$ cat config.mk
export PLATFORM = sky130hd
export DESIGN_NAME = hid_report_to_scancode_converter
export DESIGN_NICKNAME = d
export VERILOG_FILES = /design/src/rtl/hrsc_pkg.sv /design/src/rtl/hrsc_ctrl.sv /design/src/rtl/hrsc_dp.sv /design/src/rtl/hid_report_to_scancode_converter.sv
export SDC_FILE = /design/constraint.sdc
export NUM_CORES = 1
export LEC_CHECK = 0
export ABC_AREA = 1
export BUFFER_PORTS_ARGS = -buffer_cell sky130_fd_sc_hd__buf_4
export CORE_ASPECT_RATIO = 1.2
export CORE_MARGIN = 3
export CORE_UTILIZATION = 55
export CTS_BUF_LIST = sky130_fd_sc_hd__clkbuf_16
export DETAILED_ROUTE_END_ITERATION = 8
export PLACE_DENSITY_LB_ADDON = 0.15
export SLEW_MARGIN = 20
export SYNTH_ARGS = -nofsm -noshare
export SYNTH_HDL_FRONTEND = slang
export SYNTH_HIERARCHICAL = 1
export SYNTH_SLANG_ARGS = --single-unit
$ cat constraint.sdc
create_clock -name clock -period 14.2 [get_ports clock]
set_clock_uncertainty 0.2 [all_clocks]
set_input_delay 0 -clock clock [delete_from_list [all_inputs] [get_ports clock]]
set_output_delay 0 -clock clock [all_outputs]
set_load 0.005 [all_outputs]
$ cat src/rtl/hrsc_pkg.sv
// hrsc_pkg: shared types, constants and code tables for the HID report to
// set 1 scancode converter. No dependencies; used by every rtl module.

package hrsc_pkg;

   localparam int KEYS_PER_REPORT = 6;   // 1..6 key slots used per report
   localparam int MAP_ENTRIES     = 256; // usage codes at or above map to 0
   localparam int MAX_KEYS        = 6;   // key slots carried on the port
   localparam int MOD_COUNT       = 8;
   localparam int IDX_W           = 3;
   localparam int KEY_IDX_W       = (KEYS_PER_REPORT > 1) ? $clog2(KEYS_PER_REPORT) : 1;

   localparam int REQ_DATA_W = 88;  // modifiers, 6 keys, now_us
   localparam int RSP_DATA_W = 24;  // scancode, lock_leds, zero fill
   localparam int CFG_W      = 24;

   typedef logic [7:0]  usage_type;
   typedef logic [15:0] code_type;
   typedef logic [2:0]  lock_type;

   // csr register indexes
   localparam logic REG_DELAY    = 1'b0;
   localparam logic REG_INTERVAL = 1'b1;

   // sequencer step codes
   localparam logic [1:0] OP_REP = 2'd0;
   localparam logic [1:0] OP_MOD = 2'd1;
   localparam logic [1:0] OP_BRK = 2'd2;
   localparam logic [1:0] OP_MAK = 2'd3;

   localparam lock_type LOCK_SCROLL = 3'b001;
   localparam lock_type LOCK_NUM    = 3'b010;
   localparam lock_type LOCK_CAPS   = 3'b100;

   localparam code_type CODE_NUM    = 16'h0045;
   localparam code_type CODE_SCROLL = 16'h0046;
   localparam code_type CODE_CAPS   = 16'h003A;
   localparam code_type BREAK_BIT   = 16'h0080;

   localparam logic [23:0] DELAY_RESET    = 24'd300000;
   localparam logic [23:0] INTERVAL_RESET = 24'd100000;

   typedef struct packed {
      logic             load;   // capture the accepted report
      logic             run;    // execute one step
      logic [1:0]       op;
      logic [IDX_W-1:0] idx;
      logic             flush;  // end of report: release last word, save report
   } hrsc_cmd_type;

   typedef struct packed {
      logic out_free;  // output register can take a word this cycle
   } hrsc_sts_type;

   // bit position in the modifier byte, in table order
   function automatic logic [2:0] mod_pos(input logic [IDX_W-1:0] i);
      logic [2:0] p;
      case (i)
         3'd0:    p = 3'd2;
         3'd1:    p = 3'd6;
         3'd2:    p = 3'd0;
         3'd3:    p = 3'd4;
         3'd4:    p = 3'd5;
         3'd5:    p = 3'd1;
         3'd6:    p = 3'd7;
         3'd7:    p = 3'd3;
         default: p = 3'd0;
      endcase
      return p;
   endfunction

   function automatic code_type mod_code(input logic [IDX_W-1:0] i);
      code_type c;
      case (i)
         3'd0:    c = 16'h0038;
         3'd1:    c = 16'hE038;
         3'd2:    c = 16'h001D;
         3'd3:    c = 16'hE01D;
         3'd4:    c = 16'h0036;
         3'd5:    c = 16'h002A;
         3'd6:    c = 16'hE05C;
         3'd7:    c = 16'hE05B;
         default: c = 16'h0000;
      endcase
      return c;
   endfunction

   function automatic code_type usage_rom(input usage_type u);
      code_type c;
      case (u)
         8'd4:  c = 16'h1E;  8'd5:  c = 16'h30;  8'd6:  c = 16'h2E;  8'd7:  c = 16'h20;
         8'd8:  c = 16'h12;  8'd9:  c = 16'h21;  8'd10: c = 16'h22;  8'd11: c = 16'h23;
         8'd12: c = 16'h17;  8'd13: c = 16'h24;  8'd14: c = 16'h25;  8'd15: c = 16'h26;
         8'd16: c = 16'h32;  8'd17: c = 16'h31;  8'd18: c = 16'h18;  8'd19: c = 16'h19;
         8'd20: c = 16'h10;  8'd21: c = 16'h13;  8'd22: c = 16'h1F;  8'd23: c = 16'h14;
         8'd24: c = 16'h16;  8'd25: c = 16'h2F;  8'd26: c = 16'h11;  8'd27: c = 16'h2D;
         8'd28: c = 16'h15;  8'd29: c = 16'h2C;
         8'd30: c = 16'h02;  8'd31: c = 16'h03;  8'd32: c = 16'h04;  8'd33: c = 16'h05;
         8'd34: c = 16'h06;  8'd35: c = 16'h07;  8'd36: c = 16'h08;  8'd37: c = 16'h09;
         8'd38: c = 16'h0A;  8'd39: c = 16'h0B;
         8'd40: c = 16'h1C;  8'd41: c = 16'h01;  8'd42: c = 16'h0E;  8'd43: c = 16'h0F;
         8'd44: c = 16'h39;  8'd45: c = 16'h0C;  8'd46: c = 16'h0D;  8'd47: c = 16'h1A;
         8'd48: c = 16'h1B;  8'd49: c = 16'h2B;  8'd51: c = 16'h27;
         8'd52: c = 16'h28;  8'd53: c = 16'h29;  8'd54: c = 16'h33;  8'd55: c = 16'h34;
         8'd56: c = 16'h35;  8'd57: c = 16'h3A;
         8'd58: c = 16'h3B;  8'd59: c = 16'h3C;  8'd60: c = 16'h3D;  8'd61: c = 16'h3E;
         8'd62: c = 16'h3F;  8'd63: c = 16'h40;  8'd64: c = 16'h41;  8'd65: c = 16'h42;
         8'd66: c = 16'h43;  8'd67: c = 16'h44;  8'd68: c = 16'h57;  8'd69: c = 16'h58;
         8'd70: c = 16'hE037; 8'd71: c = 16'h0046; 8'd72: c = 16'h9DC5; 8'd73: c = 16'hE052;
         8'd74: c = 16'hE047; 8'd75: c = 16'hE049; 8'd76: c = 16'hE053; 8'd77: c = 16'hE04F;
         8'd78: c = 16'hE051; 8'd79: c = 16'hE04D; 8'd80: c = 16'hE04B; 8'd81: c = 16'hE050;
         8'd82: c = 16'hE048;
         8'd83: c = 16'h45;   8'd84: c = 16'hE035; 8'd85: c = 16'h37;   8'd86: c = 16'h4A;
         8'd87: c = 16'h4E;   8'd88: c = 16'hE01C;
         8'd89: c = 16'h4F;  8'd90: c = 16'h50;  8'd91: c = 16'h51;  8'd92: c = 16'h4B;
         8'd93: c = 16'h4C;  8'd94: c = 16'h4D;  8'd95: c = 16'h47;  8'd96: c = 16'h48;
         8'd97: c = 16'h49;  8'd98: c = 16'h52;  8'd99: c = 16'h53;
         8'd101: c = 16'hE05D;
         default: c = 16'h0000;
      endcase
      if ({1'b0, u} >= 9'(MAP_ENTRIES)) c = 16'h0000;
      return c;
   endfunction

endpackage

$ cat src/rtl/hrsc_ctrl.sv
// hrsc_ctrl: sequencer for one report: repeat check, modifier table walk,
// key break scan, key make scan, finish. Depends on hrsc_pkg.

module hrsc_ctrl (
   input  logic                  clock,
   input  logic                  reset,
   input  logic                  req_tvalid,
   output logic                  req_tready,
   input  hrsc_pkg::hrsc_sts_type sts,
   output hrsc_pkg::hrsc_cmd_type cmd
);
   import hrsc_pkg::*;

   localparam logic [2:0] ST_IDLE = 3'd0;
   localparam logic [2:0] ST_REP  = 3'd1;
   localparam logic [2:0] ST_MOD  = 3'd2;
   localparam logic [2:0] ST_BRK  = 3'd3;
   localparam logic [2:0] ST_MAK  = 3'd4;
   localparam logic [2:0] ST_FIN  = 3'd5;

   logic [2:0]       state_ff, state_in;
   logic [IDX_W-1:0] idx_ff, idx_in;
   logic             last_key;

   assign last_key   = (idx_ff == IDX_W'(KEYS_PER_REPORT - 1));
   assign req_tready = (state_ff == ST_IDLE);

   always_comb begin
      state_in  = state_ff;
      idx_in    = idx_ff;
      cmd       = '0;
      cmd.idx   = idx_ff;
      case (state_ff)
         ST_IDLE: begin
            if (req_tvalid) begin
               cmd.load = 1'b1;
               state_in = ST_REP;
            end
         end
         ST_REP: begin
            cmd.op = OP_REP;
            if (sts.out_free) begin
               cmd.run  = 1'b1;
               idx_in   = '0;
               state_in = ST_MOD;
            end
         end
         ST_MOD: begin
            cmd.op = OP_MOD;
            if (sts.out_free) begin
               cmd.run = 1'b1;
               if (idx_ff == IDX_W'(MOD_COUNT - 1)) begin
                  idx_in   = '0;
                  state_in = ST_BRK;
               end else begin
                  idx_in = idx_ff + 1'b1;
               end
            end
         end
         ST_BRK: begin
            cmd.op = OP_BRK;
            if (sts.out_free) begin
               cmd.run = 1'b1;
               if (last_key) begin
                  idx_in   = '0;
                  state_in = ST_MAK;
               end else begin
                  idx_in = idx_ff + 1'b1;
               end
            end
         end
         ST_MAK: begin
            cmd.op = OP_MAK;
            if (sts.out_free) begin
               cmd.run = 1'b1;
               if (last_key) begin
                  idx_in   = '0;
                  state_in = ST_FIN;
               end else begin
                  idx_in = idx_ff + 1'b1;
               end
            end
         end
         ST_FIN: begin
            if (sts.out_free) begin
               cmd.flush = 1'b1;
               state_in  = ST_IDLE;
            end
         end
         default: begin
            state_in = ST_IDLE;
         end
      endcase
   end

   always_ff @(posedge clock) begin
      if (reset) begin
         state_ff <= ST_IDLE;
         idx_ff   <= '0;
      end else begin
         state_ff <= state_in;
         idx_ff   <= idx_in;
      end
   end

   a_run_needs_room: assert property (@(posedge clock) disable iff (reset)
      cmd.run |-> sts.out_free) else $error("step issued with output full");
   a_load_starts: assert property (@(posedge clock) disable iff (reset)
      cmd.load |=> (state_ff == ST_REP)) else $error("load did not start sequence");
   a_no_run_idle: assert property (@(posedge clock) disable iff (reset)
      (state_ff == ST_IDLE) |-> (!cmd.run && !cmd.flush)) else $error("step while idle");

endmodule

$ cat src/rtl/hrsc_dp.sv
// hrsc_dp: report registers, repeat state, lock bits, one-word hold stage
// and output register. Driven by hrsc_ctrl commands. Depends on hrsc_pkg.

module hrsc_dp (
   input  logic                          clock,
   input  logic                          reset,
   input  hrsc_pkg::hrsc_cmd_type        cmd,
   output hrsc_pkg::hrsc_sts_type        sts,
   input  logic [hrsc_pkg::REQ_DATA_W-1:0] req_tdata,
   input  logic                          csr_we,
   input  logic                          csr_addr,
   input  logic [hrsc_pkg::CFG_W-1:0]    csr_wdata,
   output logic                          rsp_tvalid,
   input  logic                          rsp_tready,
   output logic [hrsc_pkg::RSP_DATA_W-1:0] rsp_tdata,
   output logic                          rsp_tlast
);
   import hrsc_pkg::*;

   logic [CFG_W-1:0] delay_ff, delay_in, interval_ff, interval_in;
   usage_type        mods_ff, mods_in, prev_mods_ff, prev_mods_in;
   usage_type        keys_ff [KEYS_PER_REPORT];
   usage_type        keys_in [KEYS_PER_REPORT];
   usage_type        prev_keys_ff [KEYS_PER_REPORT];
   usage_type        prev_keys_in [KEYS_PER_REPORT];
   logic [31:0]      now_ff, now_in, mark_ff, mark_in;
   code_type         rep_code_ff, rep_code_in;
   logic             armed_ff, armed_in;
   lock_type         lock_ff, lock_in;
   logic             pend_valid_ff, pend_valid_in;
   code_type         pend_code_ff, pend_code_in;
   lock_type         pend_lock_ff, pend_lock_in;
   logic             out_valid_ff, out_valid_in;
   code_type         out_code_ff, out_code_in;
   lock_type         out_lock_ff, out_lock_in;
   logic             out_last_ff, out_last_in;

   logic [KEY_IDX_W-1:0] kidx;
   usage_type        u_brk, u_mak, rom_addr;
   logic             hit_brk, hit_mak;
   code_type         rom_code;
   logic [2:0]       mpos;
   logic             act_rep, act_make, act_brk;
   code_type         act_code;
   logic [31:0]      elapsed;
   logic             do_emit;
   code_type         emit_code;
   lock_type         lock_mask;

   assign sts.out_free = !out_valid_ff || rsp_tready;
   assign kidx         = cmd.idx[KEY_IDX_W-1:0];
   assign u_brk        = prev_keys_ff[kidx];
   assign u_mak        = keys_ff[kidx];
   assign rom_addr     = (cmd.op == OP_BRK) ? u_brk : u_mak;
   assign rom_code     = usage_rom(rom_addr);
   assign mpos         = mod_pos(cmd.idx);
   assign elapsed      = now_ff - mark_ff;

   always_comb begin
      hit_brk = 1'b0;
      hit_mak = 1'b0;
      for (int i = 0; i < KEYS_PER_REPORT; i++) begin
         if (keys_ff[i] == u_brk) hit_brk = 1'b1;
         if (prev_keys_ff[i] == u_mak) hit_mak = 1'b1;
      end
   end

   // decode what this step does
   always_comb begin
      act_rep  = 1'b0;
      act_make = 1'b0;
      act_brk  = 1'b0;
      act_code = rom_code;
      if (cmd.run) begin
         case (cmd.op)
            OP_REP: act_rep = 1'b1;
            OP_MOD: begin
               act_code = mod_code(cmd.idx);
               if (prev_mods_ff[mpos] && !mods_ff[mpos]) act_brk = 1'b1;
               else if (mods_ff[mpos] && !prev_mods_ff[mpos]) act_make = 1'b1;
            end
            OP_BRK: act_brk = (u_brk != '0) && !hit_brk;
            OP_MAK: begin
               if ((u_mak != '0) && !hit_mak) begin
                  // unmapped make falls back to the repeat check
                  if (rom_code == '0) act_rep = 1'b1;
                  else act_make = 1'b1;
               end
            end
            default: act_rep = 1'b0;
         endcase
      end
   end

   always_comb begin
      case (act_code)
         CODE_NUM:    lock_mask = LOCK_NUM;
         CODE_SCROLL: lock_mask = LOCK_SCROLL;
         CODE_CAPS:   lock_mask = LOCK_CAPS;
         default:     lock_mask = '0;
      endcase
   end

   always_comb begin
      delay_in      = delay_ff;
      interval_in   = interval_ff;
      mods_in       = mods_ff;
      keys_in       = keys_ff;
      now_in        = now_ff;
      prev_mods_in  = prev_mods_ff;
      prev_keys_in  = prev_keys_ff;
      mark_in       = mark_ff;
      rep_code_in   = rep_code_ff;
      armed_in      = armed_ff;
      lock_in       = lock_ff;
      pend_valid_in = pend_valid_ff;
      pend_code_in  = pend_code_ff;
      pend_lock_in  = pend_lock_ff;
      out_valid_in  = out_valid_ff && !rsp_tready;
      out_code_in   = out_code_ff;
      out_lock_in   = out_lock_ff;
      out_last_in   = out_last_ff;
      do_emit       = 1'b0;
      emit_code     = act_code;

      if (csr_we) begin
         if (csr_addr == REG_DELAY) delay_in = csr_wdata;
         else interval_in = csr_wdata;
      end

      if (cmd.load) begin
         mods_in = req_tdata[7:0];
         for (int i = 0; i < KEYS_PER_REPORT; i++) keys_in[i] = req_tdata[8*i+8 +: 8];
         now_in = req_tdata[8*MAX_KEYS+8 +: 32];
      end

      if (act_rep && (rep_code_ff != '0)) begin
         if (armed_ff) begin
            if (elapsed >= {8'd0, interval_ff}) begin
               mark_in   = now_ff;
               do_emit   = 1'b1;
               emit_code = rep_code_ff;
            end
         end else if (elapsed >= {8'd0, delay_ff}) begin
            mark_in  = now_ff;
            armed_in = 1'b1;
         end
      end
      if (act_make) begin
         rep_code_in = act_code;
         mark_in     = now_ff;
         armed_in    = 1'b0;
         lock_in     = lock_ff ^ lock_mask;
         do_emit     = 1'b1;
      end
      if (act_brk) begin
         rep_code_in = '0;
         do_emit     = 1'b1;
         emit_code   = act_code | BREAK_BIT;
      end

      // hold each word until the next one shows whether it ends the run
      if (do_emit) begin
         if (pend_valid_ff) begin
            out_valid_in = 1'b1;
            out_code_in  = pend_code_ff;
            out_lock_in  = pend_lock_ff;
            out_last_in  = 1'b0;
         end
         pend_valid_in = 1'b1;
         pend_code_in  = emit_code;
         pend_lock_in  = lock_in;
      end

      if (cmd.flush) begin
         if (pend_valid_ff) begin
            out_valid_in = 1'b1;
            out_code_in  = pend_code_ff;
            out_lock_in  = pend_lock_ff;
            out_last_in  = 1'b1;
         end
         pend_valid_in = 1'b0;
         prev_mods_in  = mods_ff;
         prev_keys_in  = keys_ff;
      end
   end

   always_ff @(posedge clock) begin
      if (reset) begin
         delay_in_reset: begin
            delay_ff      <= DELAY_RESET;
            interval_ff   <= INTERVAL_RESET;
         end
         prev_mods_ff  <= '0;
         for (int i = 0; i < KEYS_PER_REPORT; i++) prev_keys_ff[i] <= '0;
         mark_ff       <= '0;
         rep_code_ff   <= '0;
         armed_ff      <= 1'b0;
         lock_ff       <= '0;
         pend_valid_ff <= 1'b0;
         out_valid_ff  <= 1'b0;
      end else begin
         delay_ff      <= delay_in;
         interval_ff   <= interval_in;
         prev_mods_ff  <= prev_mods_in;
         prev_keys_ff  <= prev_keys_in;
         mark_ff       <= mark_in;
         rep_code_ff   <= rep_code_in;
         armed_ff      <= armed_in;
         lock_ff       <= lock_in;
         pend_valid_ff <= pend_valid_in;
         out_valid_ff  <= out_valid_in;
      end
   end

   always_ff @(posedge clock) begin
      mods_ff      <= mods_in;
      keys_ff      <= keys_in;
      now_ff       <= now_in;
      pend_code_ff <= pend_code_in;
      pend_lock_ff <= pend_lock_in;
      out_code_ff  <= out_code_in;
      out_lock_ff  <= out_lock_in;
      out_last_ff  <= out_last_in;
   end

   assign rsp_tvalid = out_valid_ff;
   assign rsp_tdata  = {{(RSP_DATA_W - 19){1'b0}}, out_lock_ff, out_code_ff};
   assign rsp_tlast  = out_last_ff;

   a_flush_empties: assert property (@(posedge clock) disable iff (reset)
      cmd.flush |=> !pend_valid_ff) else $error("hold stage not empty after flush");
   a_lock_on_step: assert property (@(posedge clock) disable iff (reset)
      !cmd.run |=> $stable(lock_ff)) else $error("lock bits moved outside a step");
   a_last_has_flush: assert property (@(posedge clock) disable iff (reset)
      (out_valid_ff && out_last_ff && !$past(out_valid_ff && out_last_ff))
      |-> $past(cmd.flush)) else $error("last word without end of report");

endmodule

$ cat src/rtl/hid_report_to_scancode_converter.sv
// hid_report_to_scancode_converter: top level joining sequencer and datapath.
// Depends on hrsc_pkg, hrsc_ctrl and hrsc_dp.

// Takes one keyboard report per req_ word and returns its set 1 scancodes as
// a run of rsp_ words, rsp_tlast on the final one; a report that causes no
// code returns nothing. One report at a time: a report occupies the block from
// accept to the next accept, going through the repeat check, one step per
// modifier table entry, one per key slot for breaks and again for makes, and
// finish; each step also waits while a refused rsp_ word holds the output.
// The user must write the delay and interval registers on the csr_ port only
// while no report is in work; the block itself does not enforce this.

module hid_report_to_scancode_converter (
   input  logic                            clock,
   input  logic                            reset,
   input  logic                            req_tvalid,
   output logic                            req_tready,
   // modifiers, key_0 .. key_5, now_us (low to high)
   input  logic [hrsc_pkg::REQ_DATA_W-1:0] req_tdata,
   output logic                            rsp_tvalid,
   input  logic                            rsp_tready,
   // scancode, lock_leds, zero fill (low to high)
   output logic [hrsc_pkg::RSP_DATA_W-1:0] rsp_tdata,
   output logic                            rsp_tlast,
   input  logic                            csr_we,
   input  logic                            csr_addr,
   input  logic [hrsc_pkg::CFG_W-1:0]      csr_wdata
);
   import hrsc_pkg::*;

   hrsc_cmd_type cmd;
   hrsc_sts_type sts;

   hrsc_ctrl u_ctrl (
      .clock      (clock),
      .reset      (reset),
      .req_tvalid (req_tvalid),
      .req_tready (req_tready),
      .sts        (sts),
      .cmd        (cmd)
   );

   hrsc_dp u_dp (
      .clock      (clock),
      .reset      (reset),
      .cmd        (cmd),
      .sts        (sts),
      .req_tdata  (req_tdata),
      .csr_we     (csr_we),
      .csr_addr   (csr_addr),
      .csr_wdata  (csr_wdata),
      .rsp_tvalid (rsp_tvalid),
      .rsp_tready (rsp_tready),
      .rsp_tdata  (rsp_tdata),
      .rsp_tlast  (rsp_tlast)
   );

endmodule

======== Yosys cells after proc, flatten, opt, wreduce, memory -nomap -nowiden ========
Memories as Yosys holds them, arrays and structs flattened. A register that Yosys moved wholly into a read port is not among the register bits.
Index checks and enable logic that the tools add are counted.
word-level totals
  bits in registers ....................... 291
  ROM bits ................................ 2024
  input bits .............................. 118
  output and inout bits ................... 27
  word-level logic and storage cells ...... 207
  memories ................................ 3
memory list
  name             depth  bits a word  rd ports  clocked after Yosys merged registers in  wr ports  RTL line        text
  (no name shown)  128    15           1         0                                        0         hrsc_pkg.sv:90  case (u)
  (no name shown)  8      10           1         1                                        0         hrsc_pkg.sv:74  case (i)
  (no name shown)  8      3            1         1                                        0         hrsc_pkg.sv:58  case (i)
cells by class
  add/sub/neg operators ................... 2
  $lt $le $gt $ge ......................... 4
  equality and inequality tests ........... 36
  muxes and demuxes ....................... 97
  bitwise logic cells ..................... 3
  reduce and logical (&&, ||, !) cells .... 31
operator list
  operator               number
  $mux W16               11
  $mux W32               5
  $eq A8 B8 Y1           12
  $mux W3                22
  $ge A32 B24 Y1         2
  $bmux W8 S3            2
  $mux W1                43
  $mux W8                5
  $eq A16 B7 Y1 const B  2
  $sub A32 B32 Y32       1
  $pmux W3 S3            2
  $pmux W3 S6            1
  $eq A16 B6 Y1 const B  1
  $logic_not A16 Y1      1
  $reduce_bool A16 Y1    1
  $reduce_bool A8 Y1     2
  $eq A3 B3 Y1 const B   4
  $ne A2 B2 Y1 const B   6
  $pmux W3 S4            1
  $reduce_and A9 Y1      1
  $ne A2 B1 Y1 const B   4
  $reduce_or A2 Y1       4
  $bmux W1 S3            2
  $eq A3 B2 Y1 const B   2
  other kinds (21)       36

======== Depth between registers and ports, before layout ========
Gate-level depths: netlist of run 1.
  depth in word-level cells ............... 23
  gate-level depth with buffers ........... 31
  depth with buffers taken out ............ 28

======== Modules after synthesis ========
Netlist of run 1, hierarchy kept.
modules (own cells, without submodules)
  module     instances  cells each  area an instance (um2)  seq. area each (um2)
  hrsc_dp    1          2171        16801.1                 6706.4
  hrsc_ctrl  1          92          566.8                   120.1

======== Least setup slack after synthesis of run 1 ========
Ideal clock, no wire load.
  kind .................................... register to register
  start ................................... register u_ctrl.state_ff[0]
  end ..................................... register u_dp/keys_ff[0] in the netlist's numbering (enable)
  setup time .............................. 535 ps
  data arrival time ....................... 4356 ps
  data required time ...................... 13465 ps
  path slack .............................. 9109 ps
  cell stages (with the launch flop) ...... 5
  path buffers ............................ 1
  period minus slack after synthesis ...... 5091 ps
  cell sequence ........................... dfxtp_1 buf_6 nor2_2 nand2_1 nor2_1
RTL lines
  what                    RTL line          text
  start, declared         hrsc_ctrl.sv:21   logic [2:0] state_ff, state_in;
  start signal, assigned  hrsc_ctrl.sv:101  state_ff <= state_in;
  end signal, assigned    hrsc_dp.sv:218    keys_ff <= keys_in;
  end, declared           hrsc_dp.sv:22     usage_type keys_ff [KEYS_PER_REPORT];

==> flow_summary.yaml, run 1 <==
run_status:
  status: "finished, final reports clean"
detailed_routing:
  drt-wirelength-per-cell_um: 18.6
  wl_met1_mm: 21.6
  num_vias: 17100
  firstDrtPassIters: 8
  drtIter0Drc: 1574
  routed-wl-met2_mm: 27.8
  drc_errors: 0
  vias_per_cell: 5.70
  ant_nets: 0
  wl_met3_mm: 3.71
  wl_mm: 56.0
  top_layer: "met5"
cells_and_area:
  register_area_um2: 6830
  layout_common_cells: "nand2_1, inv_1, dlygate4sd3_1, nor2_1, a21oi_1"
  multi_input_area_um2: 9160
  fillCellCount: 2435
  layout_commonest_cell: "nand2_1"
  final_cells: 3001
  fin_nets: 2804
  final_layout_size_suffix_gt1_share_pct: 11.6
  areaGrowthSynthToFinish_pct: 24.5
clock_tree:
  clock_sinks: 280
  numCtsBuffers: 29
  cts_max_path_buffers: 3
  cts_max_level: 1
  cts_resized: 0
  clk_latency_ns: 0.58
  root_buffer: "clkbuf_16"
  path_clk_slew_ns: 0.06
  cts_tree: "built"
global_routing:
  track_usage_pct: 32.2
  antenna_found_initial: 3
  grt_pass1_wl_mm: 89.0
  first_global_vias: 17300
  grt_max_degree: 70
  grt_overflow_total: 0
yosys:
  synthArstFlopShare_pct: 0
  ys.flop_type: "dfxtp_1"
  synth.top_cell.area_share_pct: 21.1
  syn_area_um2: 17400
  synth.yosys.warnings: 6
  synthTopCellsByArea: "edfxtp_1, dfxtp_1, nand2_1"
  synthSimpleGateAreaFrac_pct: 25.1
  synth_seq_cells: 280
  synthMuxAreaShare_pct: 0
  ys_seq_area_share_pct: 39.3
  synth_top_family_by_area: "simple AND/OR/NAND/NOR gates"
  synthDistinctLibCells: 56
  synth_cells: 2263
  synth_edf_count: 122
  synth_xor_area_share_pct: 5.85
  synth_area_per_cell_um2: 7.67
  yosys.area.top_type: "edfxtp_1"
  synthAdderAreaFrac_pct: 7.68
  synth_compound_area_share_pct: 13.9
power_and_ir_drop:
  peakVddDrop_mv: 0.201
  power_density_nw_per_um2: 235
  leakage_nw: 9.53
sta:
  min_period_ns: 6.08
  period_share_pct: 42.8
  setup_violations: 0
  grt_setup_unrepaired: "false"
  slew_headroom_pct: 30.5
  hold_viol: 0
  slew_viol_final: 0
  fmax_mhz: 165
  worst_pin_slew_ns: 1.04
  fin_setup_tns_ns: 0
worst_setup_path:
  arrival_ns: 6.18
  critPathLaunchType: "flip-flop"
  cp.required_ns: 14.30
  endpoint_kind: "flip-flop"
  crit_path_max_fanout: 41
  criticalPathCategory: "flip-flop to flip-flop"
floorplanning:
  rows: 70
  core_region_area_um2: 30800
  die_w_um: 168
  die_h_um: 201
  die_area_um2: 33800
  initial_core_util_pct: 56.3
  ioPinCount: 145
min_path:
  hp-class: "primary input to flip-flop"
flow_run:
  max_cap_viol_count: 0
placed_design:
  place_inst: 2727
  gp_congestion: 1.02
  dp_hpwl_mm: 37.2
  port_buffers: 139
==> report_power, final <==
part | switching (mW) | total [mW] | internal (mW)
Sequential | 0.155 | 1.24 | 1.09
Clock | 0.324 | 0.725 | 0.401
Combinational | 2.05 | 3.11 | 1.06
Total | 2.53 | 5.08 | 2.55
==> critical path: stages (launching register included) <==
cell and delay (ns):
dfxtp_1 0.52, nor2_2 0.12, nand2_2 0.11, nand2_1 0.14, inv_1 0.12, ha_1 0.61
inv_1 0.43, nand3_1 0.35, nand2_2 0.32, ha_1 0.40, nand3_1 0.07, nand2_1 0.10
inv_1 0.05, nand2_1 0.05, nand2_1 0.05, nand2_1 0.08, nor2_1 0.05, nor2_2 0.11
nand2_1 0.06, nor2_1 0.16, nand2_1 0.07, nand2_1 0.10, nand2_4 0.17, nor2_2 0.16
nand3_2 0.76, o211ai_1 0.39, inv_2 0.05
==> sequential cells by signal (all words and copies together), names as in the netlist, 3 cells and up, named ones only <==
| signal | count |
|---|---|
| u_dp/keys_ff | 48 |
| u_dp/prev_keys_ff | 48 |
| u_dp/mark_ff | 32 |
| u_dp/now_ff | 32 |
| u_dp/delay_ff | 24 |
| u_dp/interval_ff | 24 |
| u_dp/pend_code_ff | 11 |
| u_dp/rep_code_ff | 10 |
| u_dp/mods_ff | 8 |
| u_dp/prev_mods_ff | 8 |
| u_ctrl/idx_ff | 3 |
| u_ctrl/state_ff | 3 |
| u_dp/lock_ff | 3 |
| u_dp/pend_lock_ff | 3 |
==> cell usage after synthesis, types with 3 or more instances <==
cell / n
nand2_1: 506
inv_1: 216
nor2_1: 216
a21oi_1: 171
o21ai_0: 161
dfxtp_1: 158
nand3_1: 143
edfxtp_1: 122
ha_1: 105
xor2_1: 79
clkbuf_1: 38
xnor2_1: 37
nand4_1: 33
inv_2: 24
nand2_2: 22
o211ai_1: 22
buf_2: 19
nor3_1: 18
or2_2: 17
buf_4: 15
buf_6: 11
nor2_2: 10
o211ai_2: 10
a22oi_1: 9
nor4_1: 9
nand2_4: 8
a21o_1: 7
o21ai_1: 7
a31oi_1: 6
o21a_1: 6
o21bai_1: 6
a21boi_0: 5
buf_1: 5
nand3b_1: 5
nor2_4: 5
a211oi_1: 3
nand3_2: 3
o221ai_1: 3
==> metrics by stage <==
step	total power, mW	utilization, %	area, um^2	setup slack [ns]	hold WS (ns)
after floorplan	3.43	-	17400	9.11	-0.131
after global placement	4.19	60.1	18500	8.44	-0.0222
after detailed placement	4.21	60.1	18500	8.30	-0.0207
after CTS	5.00	70.1	21600	8.28	0.00198
after global routing	5.48	70.2	21600	7.73	0.0355
final	5.08	70.2	21600	8.12	0.0391
==> metal layers <==
layer | vias up | GRT usage [%]
li1 | 8132 | -
met1 | 7997 | 38.4
met2 | 792 | 57.6
met3 | 194 | 4.20
met4 | 2 | 14.4
met5 | - | 0
==> cell families (layout without fill, tap and decap cells) <==
group                    after synthesis  count (layout)
other                                  1               7
buffers and inverters                332             668
adder cells (fa/ha/maj)              106             106
XOR/XNOR                             116             116
flip-flops                           280             280
AO/OA/AOI/OAI                        426             426
AND/OR/NAND/NOR                     1002            1002
==> final timing paths <==
| check | start | to | slack [ns] | depth (start not counted) |
|---|---|---|---|---|
| max reg2reg | u_ctrl/state_ff[0] | flip-flop | 8.12 | 26 |
| min reg2reg | u_dp/interval_ff[20] | u_dp/interval_ff[20] | 0.26 | 2 |
| min | req_tdata[49] | u_dp/keys_ff[1] | 0.04 | 2 |
| max | u_ctrl/state_ff[0] | flip-flop | 8.12 | 26 |
==> what timing repair did <==
item | CTS | global route
hold buffers | 218 | 0
setup buffers | 0 | 0
endpoints found under the hold margin | 184 | 0
==> cell type report <==
cell class              count  share of cell area, %
clock inverters            24                  0.688
multi-input cells        1655                   42.3
flip-flops and latches    280                   31.6
clock buffers              30                   3.47
well taps                 396                   2.29
inverters                 244                   4.26
repair buffers            370                   15.4
diodes                      2                 0.0231
Power figures use the tool's default switching activity.
==> run 2: changes to the inputs <==
--- a/config.mk
+++ b/config.mk
@@ -5,7 +5,7 @@
 export SDC_FILE = /design/constraint.sdc
 export NUM_CORES = 1
 export LEC_CHECK = 0
-export ABC_AREA = 1
+export ABC_AREA = 0
 export BUFFER_PORTS_ARGS = -buffer_cell sky130_fd_sc_hd__buf_4
 export CORE_ASPECT_RATIO = 1.2
 export CORE_MARGIN = 3
==> constraint.sdc (replaced) <==
create_clock -name clock -period 5.45 [get_ports clock]
set_clock_uncertainty 0.2 [all_clocks]
set_input_delay 0 -clock clock [delete_from_list [all_inputs] [get_ports clock]]
set_output_delay 0 -clock clock [all_outputs]
set_load 0.005 [all_outputs]
==> run 2 against run 1 <==
  * Critical path depth shrank 7
  * Setup slack lost 7.9 ns
  * Die area grew 5.6%
  * Non-clock buffer count grew 87
  * Cell count shrank 7.1%
  * Synthesized cell count shrank 14%
  * Global-route usage shrank 0.085 points
  * Maximum frequency grew 17%
  * Sequential share of layout area shrank 2.4 points
  * Register-to-register slack lost 7.9 ns
  * Core utilization grew 1.8 points
  * Hold slack lost 0.027 ns
==> flow_summary.yaml, run 2 <==
run_status:
  status: "finished, final reports clean"
worst_setup_path:
  criticalPathCategory: "flip-flop to flip-flop"
  crit_path_frequent_cell: "buf_4"
  worstRegToRegCells: 19
  crit_path_max_fanout: 13
  endpoint: "u_dp/pend_lock_ff[0]"
  cp_cell_sequence: "nor2b_1 -> nand2_1 -> o21ai_1 -> ha_4 -> buf_4 -> mux4_2 -> o2bb2ai_2 -> o211a_1 -> buf_4 -> nand2_1 -> buf_4 -> o21ai_0 -> o211ai_1 -> buf_4 -> o21ai_0 -> a311oi_2 -> buf_4 -> nand4bb_1 -> nand2_1"
  path_buf_inv: 5
  cp-startpoint: "u_ctrl/state_ff[1]"
  critPathLaunchType: "flip-flop"
  critPathSlowestCell: "o21ai_0"
  arrival_ns: 5.30
  cp_top_family: "compound AO/OA/AOI/OAI gates"
  cp.required_ns: 5.57
  crit_cells: 19
  worst_path_largest_cell_delay_ns: 0.64
  endpoint_kind: "flip-flop"
  r2r_start: "u_ctrl/state_ff[1]"
  reg2reg_to: "u_dp/pend_lock_ff[0]"
  reg2reg_slack_ns: 0.27
yosys:
  synth_cells: 1937
  synthTopCellsByCount: "nor2_1, dfxtp_1, mux2i_1"
  synthTopCellsByArea: "edfxtp_1, dfxtp_1, mux2i_1"
  ys.flop_type: "dfxtp_1"
  synth.yosys.warnings: 6
  yosys.area.top_type: "edfxtp_1"
  syn_area_um2: 18400
  synth_seq_cells: 280
  synthDistinctLibCells: 104
  synth_edf_count: 122
  ys_seq_area_share_pct: 37.2
  yosysMostFrequentCell: "nor2_1"
  synth.top_cell.area_share_pct: 19.9
  synth_area_per_cell_um2: 9.49
  synthArstFlopShare_pct: 0
cells_and_area:
  diodes: 0
  layout_common_cells: "buf_4, dlygate4sd3_1, nor2_1, dfxtp_1, mux2i_1"
  final_util_pct: 71.9
  areaGrowthSynthToFinish_pct: 27.7
  final_layout_size_suffix_gt1_share_pct: 16.3
  layout_commonest_cell: "buf_4"
  largestRegisters: "u_dp/keys_ff x48, u_dp/prev_keys_ff x48"
  fin_nets: 2545
power_and_ir_drop:
  power_density_nw_per_um2: 580
  leakage_nw: 9.16
  peakVddDrop_mv: 0.352
global_routing:
  antenna_found_initial: 0
  first_global_vias: 16900
  track_usage_pct: 32.1
  grt_max_degree: 108
  grt_overflow_total: 0
  grt_pass1_wl_mm: 92.2
min_path:
  min_from: "csr_wdata[5]"
  hp-class: "primary input to flip-flop"
placed_design:
  port_buffers: 139
  dp_hpwl_mm: 41.0
  gp_congestion: 1.01
clock_tree:
  clk_latency_ns: 0.59
  cts_tree: "built"
  cts_max_level: 1
  path_clk_slew_ns: 0.06
  cts_max_path_buffers: 3
  root_buffer: "clkbuf_16"
  numCtsBuffers: 30
  clock_sinks: 280
detailed_routing:
  drc_errors: 0
  drt-wirelength-per-cell_um: 21.1
  firstDrtPassIters: 6
  num_vias: 16800
  vias_per_cell: 6.01
  wl_mm: 58.8
  ant_nets: 0
  drtIter0Drc: 1446
floorplanning:
  core_region_area_um2: 32600
  die_h_um: 206
  rows: 72
  initial_core_util_pct: 56.3
  die_area_um2: 35600
  die_w_um: 173
  ioPinCount: 145
sta:
  worst_pin_slew_ns: 1.11
  period_share_pct: 95.1
  hold_viol: 0
  min_period_ns: 5.18
  slew_headroom_pct: 26.1
  finalHoldWorstSlack_ns: 0.0126
  fmax_mhz: 193
  slew_viol_final: 0
  setup_violations: 0
flow_run:
  max_cap_viol_count: 0
run 2: cell types whose count changed after synthesis, moves of 29 or more:
cell,change
a21o_1,+29
a21oi_1,-53
inv_1,-112
mux2i_1,+148
nand2_1,-360
nand2b_1,+87
nand3_1,-88
nor2_1,-55
o21ai_0,-99
xor2_1,-56
run 2: cells by family (layout without fill, tap and decap cells):
kind of cell	count (synthesis)	in the layout	synth area share (%)
AND/OR/NAND/NOR	624	624	17.2
XOR/XNOR	83	83	3.96
adder cells (fa/ha/maj)	106	106	7.26
buffers and inverters	217	621	5.48
flip-flops	280	280	37.2
multiplexers	197	197	12.5
other	1	5	0.0204
AO/OA/AOI/OAI	429	429	16.5
run 2: layer usage:
layer | vias up | wire [um] | share of wire (%) | track usage [%]
li1 | 7836 | - | - | -
met5 | - | 0 | 0 | 0
met1 | 8049 | 22500 | 38 | 37.4
met4 | 0 | 3040 | 5.2 | 15.4
met3 | 180 | 3130 | 5.3 | 3.64
met2 | 688 | 30100 | 51 | 59.0
run 2: where the power goes:
part           internal, mW  switching, mW  total [mW]  leakage (nW)
Sequential             2.75          0.420        3.17          2.43
Combinational          3.60           4.91        8.51          6.26
Clock                  1.05          0.872        1.93         0.465
Total                  7.41           6.20        13.6          9.16
run 2: per-stage QoR:
| step | total power, mW | worst slack [ns] | setup TNS [ns] | instances | instance area, um^2 |
|---|---|---|---|---|---|
| after floorplan | 8.54 | 0.366 | 0 | 1941 | 18400 |
| after global placement | 11.2 | 0.219 | 0 | 2508 | 20200 |
| after detailed placement | 11.2 | 0.0307 | 0 | 2508 | 20200 |
| after CTS | 13.3 | 0.0137 | 0 | 2789 | 23400 |
| after global routing | 14.4 | -0.0436 | -0.451 | 2789 | 23500 |
| final | 13.6 | 0.268 | 0 | 2789 | 23500 |
run 2: how the worst min path moves through the flow:
stage	endpoint	slack (ns)	cells past startpoint
detailed placement	u_dp/keys_ff[30]	-0.02	1
global placement	u_dp/keys_ff[18]	-0.02	1
floorplan	u_ctrl/state_ff[2]	-0.14	1
CTS	u_dp/interval_ff[2]	0.0004	4
global route	u_dp/interval_ff[5]	0.02	4
finish	u_dp/interval_ff[5]	0.01	4
run 2: worst register-to-register path, cell delays in order, from the launching register on:
cell	delay [ns]
dfxtp_1	0.44
nor2b_1	0.22
nand2_1	0.07
o21ai_1	0.16
ha_4	0.23
buf_4	0.20
mux4_2	0.53
o2bb2ai_2	0.17
o211a_1	0.32
buf_4	0.23
nand2_1	0.08
buf_4	0.16
o21ai_0	0.31
o211ai_1	0.24
buf_4	0.19
o21ai_0	0.64
a311oi_2	0.10
buf_4	0.20
nand4bb_1	0.12
nand2_1	0.10
run 2: layout make-up:
| cell class | count | area (um^2) |
|---|---|---|
| clock buffer | 30 | 751 |
| clock inverter | 26 | 176 |
| fill | 2375 | 9160 |
| inverter | 108 | 405 |
| multi-input combinational | 1444 | 10700 |
| sequential | 280 | 6830 |
| tap | 444 | 556 |
| timing repair buffer | 457 | 4070 |
run 2: what timing repair did:
action                                 CTS  global route
setup endpoints to repair                8           114
pin swaps                                0             0
buffers inserted                         0             0
resized for setup                        2            24
hold buffers                           225             0
endpoints found under the hold margin  171             0
cloned                                   0             0
==> run 3: changes to the inputs <==
--- a/config.mk
+++ b/config.mk
@@ -12,6 +12,7 @@
 export CORE_UTILIZATION = 55
 export CTS_BUF_LIST = sky130_fd_sc_hd__clkbuf_16
 export DETAILED_ROUTE_END_ITERATION = 8
+export GPL_TIMING_DRIVEN = 0
 export PLACE_DENSITY_LB_ADDON = 0.15
 export SLEW_MARGIN = 20
 export SYNTH_ARGS = -nofsm -noshare
==> constraint.sdc (replaced) <==
create_clock -name clock -period 5.45 [get_ports clock]
set_clock_uncertainty 0.2 [all_clocks]
set_input_delay 1.09 -clock clock [delete_from_list [all_inputs] [get_ports clock]]
set_output_delay 1.09 -clock clock [all_outputs]
set_load 0.005 [all_outputs]
==> run 3 against run 2 <==
  * Power rose by 0.75%
  * Non-clock buffer count fell by 186
  * Cell count fell by 6.7%
  * First-iteration DRC count rose by 2.3%
  * Combinational power rose by 1%
  * Sequential power fell by 2%
  * Global-route usage fell by 0.41 points
  * Setup slack got worse by 0.19 ns
  * Routed wire length fell by 0.83%
==> flow_summary.yaml, run 3 (synthesis gave the netlist of run 2 again) <==
run_status:
  status: "finished, final reports clean"
detailed_routing:
  vias_per_cell: 6.21
  drc_errors: 0
  drtIter0Drc: 1479
  ant_nets: 0
  firstDrtPassIters: 5
  drt-wirelength-per-cell_um: 22.4
  num_vias: 16200
  wl_mm: 58.3
placed_design:
  dp_hpwl_mm: 44.3
  port_buffers: 139
  gp_congestion: 0.969
cells_and_area:
  layout_common_cells: "buf_4, nor2_1, dfxtp_1, mux2i_1, nand2_1"
  fin_nets: 2359
  multi_input_area_um2: 10900
  layout_commonest_cell: "buf_4"
  fillCellCount: 2646
  register_area_um2: 6830
  largestRegisters: "u_dp/keys_ff x48, u_dp/prev_keys_ff x48"
  final_layout_size_suffix_gt1_share_pct: 18.7
  areaGrowthSynthToFinish_pct: 17.3
  diodes: 0
global_routing:
  antenna_found_initial: 0
  first_global_vias: 16000
  grt_overflow_total: 0
  grt_max_degree: 63
  track_usage_pct: 31.7
  grt_pass1_wl_mm: 89.5
sta:
  period_share_pct: 98.5
  min_period_ns: 5.37
  slew_headroom_pct: 32.5
  slew_viol_final: 0
  hold_viol: 0
  finalHoldWorstSlack_ns: 0.254
  worst_pin_slew_ns: 1.01
  fmax_mhz: 186
  setup_violations: 0
power_and_ir_drop:
  peakVddDrop_mv: 0.468
  p_comb_share_pct: 62.8
  p_int_mw: 7.34
  switching_share_pct: 46.5
  seq_power_share_pct: 22.8
  p_switching_mw: 6.37
  total_power_mw: 13.7
  pwr-share-clk_pct: 14.4
  leakage_nw: 8.26
  power_density_nw_per_um2: 636
worst_setup_path:
  cp_cell_sequence: "ha_1 -> nor2b_1 -> o31a_1 -> a21boi_4 -> a21boi_4 -> a21o_1 -> a21o_1 -> nand3_1 -> nand2_1 -> xor2_2 -> ha_1 -> a21o_1 -> a21oi_1 -> nor2b_1 -> o21ai_0 -> a21oi_1 -> a2111oi_2 -> o21ai_1 -> o21a_2 -> a211oi_2 -> buf_4 -> buf_2 -> nor2_1"
  endpoint_kind: "flip-flop"
  critPathLaunchType: "flip-flop"
  criticalPathCategory: "flip-flop to flip-flop"
  cp.required_ns: 5.58
  crit_path_max_fanout: 10
  arrival_ns: 5.50
  cp_top_family: "compound AO/OA/AOI/OAI gates"
  path_buf_inv: 2
  worst_path_largest_cell_delay_ns: 0.45
  critPathSlowestCell: "edfxtp_1"
  crit_path_frequent_cell: "a21o_1"
floorplanning:
  core_region_area_um2: 32600
  initial_core_util_pct: 56.3
  die_w_um: 173
  ioPinCount: 145
  die_h_um: 206
  die_area_um2: 35600
  rows: 72
min_path:
  hp-class: "flip-flop to flip-flop"
clock_tree:
  cts-hold-fix-buffers: 0
  root_buffer: "clkbuf_16"
  cts_max_path_buffers: 3
  cts_max_level: 1
  numCtsBuffers: 30
  path_clk_slew_ns: 0.06
  clock_sinks: 280
  cts_tree: "built"
  clk_latency_ns: 0.58
flow_run:
  max_cap_viol_count: 0
[run 3: changes by cell type in the layout (fill, tap and decap cells not counted), moves of 9 or more]
cell	previous run	this run
clkbuf_1	0	43
buf_1	0	9
buf_2	0	19
dlygate4sd3_1	225	0
buf_4	226	177
buf_6	0	14
[run 3: final cells by class]
class | count | share of cell area [%]
inverters | 108 | 1.96
plain buffers | 104 | 2.96
well taps | 444 | 2.58
multi-input cells | 1444 | 50.4
clock inverters | 26 | 0.934
clock buffers | 30 | 3.48
flip-flops and latches | 280 | 31.7
repair buffers | 167 | 5.97
[run 3: final timing paths]
kind                         from                   end  slack (ns)  cells after the start
max                u_dp/now_ff[1]             flip-flop        0.08                     23
min          u_dp/interval_ff[11]  u_dp/interval_ff[11]        0.25                      2
max reg2reg        u_dp/now_ff[1]             flip-flop        0.08                     23
min reg2reg  u_dp/interval_ff[11]  u_dp/interval_ff[11]        0.25                      2
[run 3: what timing repair did]
action	in CTS	in global routing
gates cloned	0	0
setup buffers	14	13
resized for setup	66	41
pin swaps	12	17
setup endpoints to repair	116	105
[run 3: metal layers]
layer / GRT usage, % / vias to the layer above / share of wire [%]
li1: - / 7484 / -
met5: 0 / - / 0
met3: 3.86 / 214 / 5.0
met1: 37.2 / 7814 / 39
met2: 56.8 / 655 / 50
met4: 17.1 / 0 / 6.3
[run 3: per-stage QoR]
stage          setup WS [ns]  instance area, um^2  setup TNS (ns)  std cells  utilization [%]
3_5_place_dp           -1.18                20000         -102.35       2525             61.4
3_3_place_gp           -1.19                20000         -103.49       2524             61.3
6_report              0.0796                21600               0       2603             66.1
5_1_grt               -0.188                21600          -11.65       2603             66.1
4_1_cts              0.00898                21300               0       2594             65.4
2_1_floorplan          0.366                18400               0       1941                -
[run 3: worst reg2reg max path, cell delays in order, from the launching register on]
cell and delay, ns:
edfxtp_1 0.45, ha_1 0.29, nor2b_1 0.14, o31a_1 0.33, a21boi_4 0.26, a21boi_4 0.10, a21o_1 0.20, a21o_1 0.21
nand3_1 0.10, nand2_1 0.09, xor2_2 0.26, ha_1 0.31, a21o_1 0.19, a21oi_1 0.16, nor2b_1 0.06, o21ai_0 0.16
a21oi_1 0.12, a2111oi_2 0.37, o21ai_1 0.16, o21a_2 0.28, a211oi_2 0.22, buf_4 0.16, buf_2 0.22, nor2_1 0.08
[run 3: power groups by stage]
stage / logic [mW] / clock network (mW) / registers [mW]
floorplan: 5.52 / 0 / 3.02
global placement: 7.60 / 0 / 3.16
detailed placement: 7.70 / 0 / 3.15
CTS: 8.18 / 2.01 / 3.11
global route: 9.23 / 2.10 / 3.16
finish: 8.62 / 1.98 / 3.12
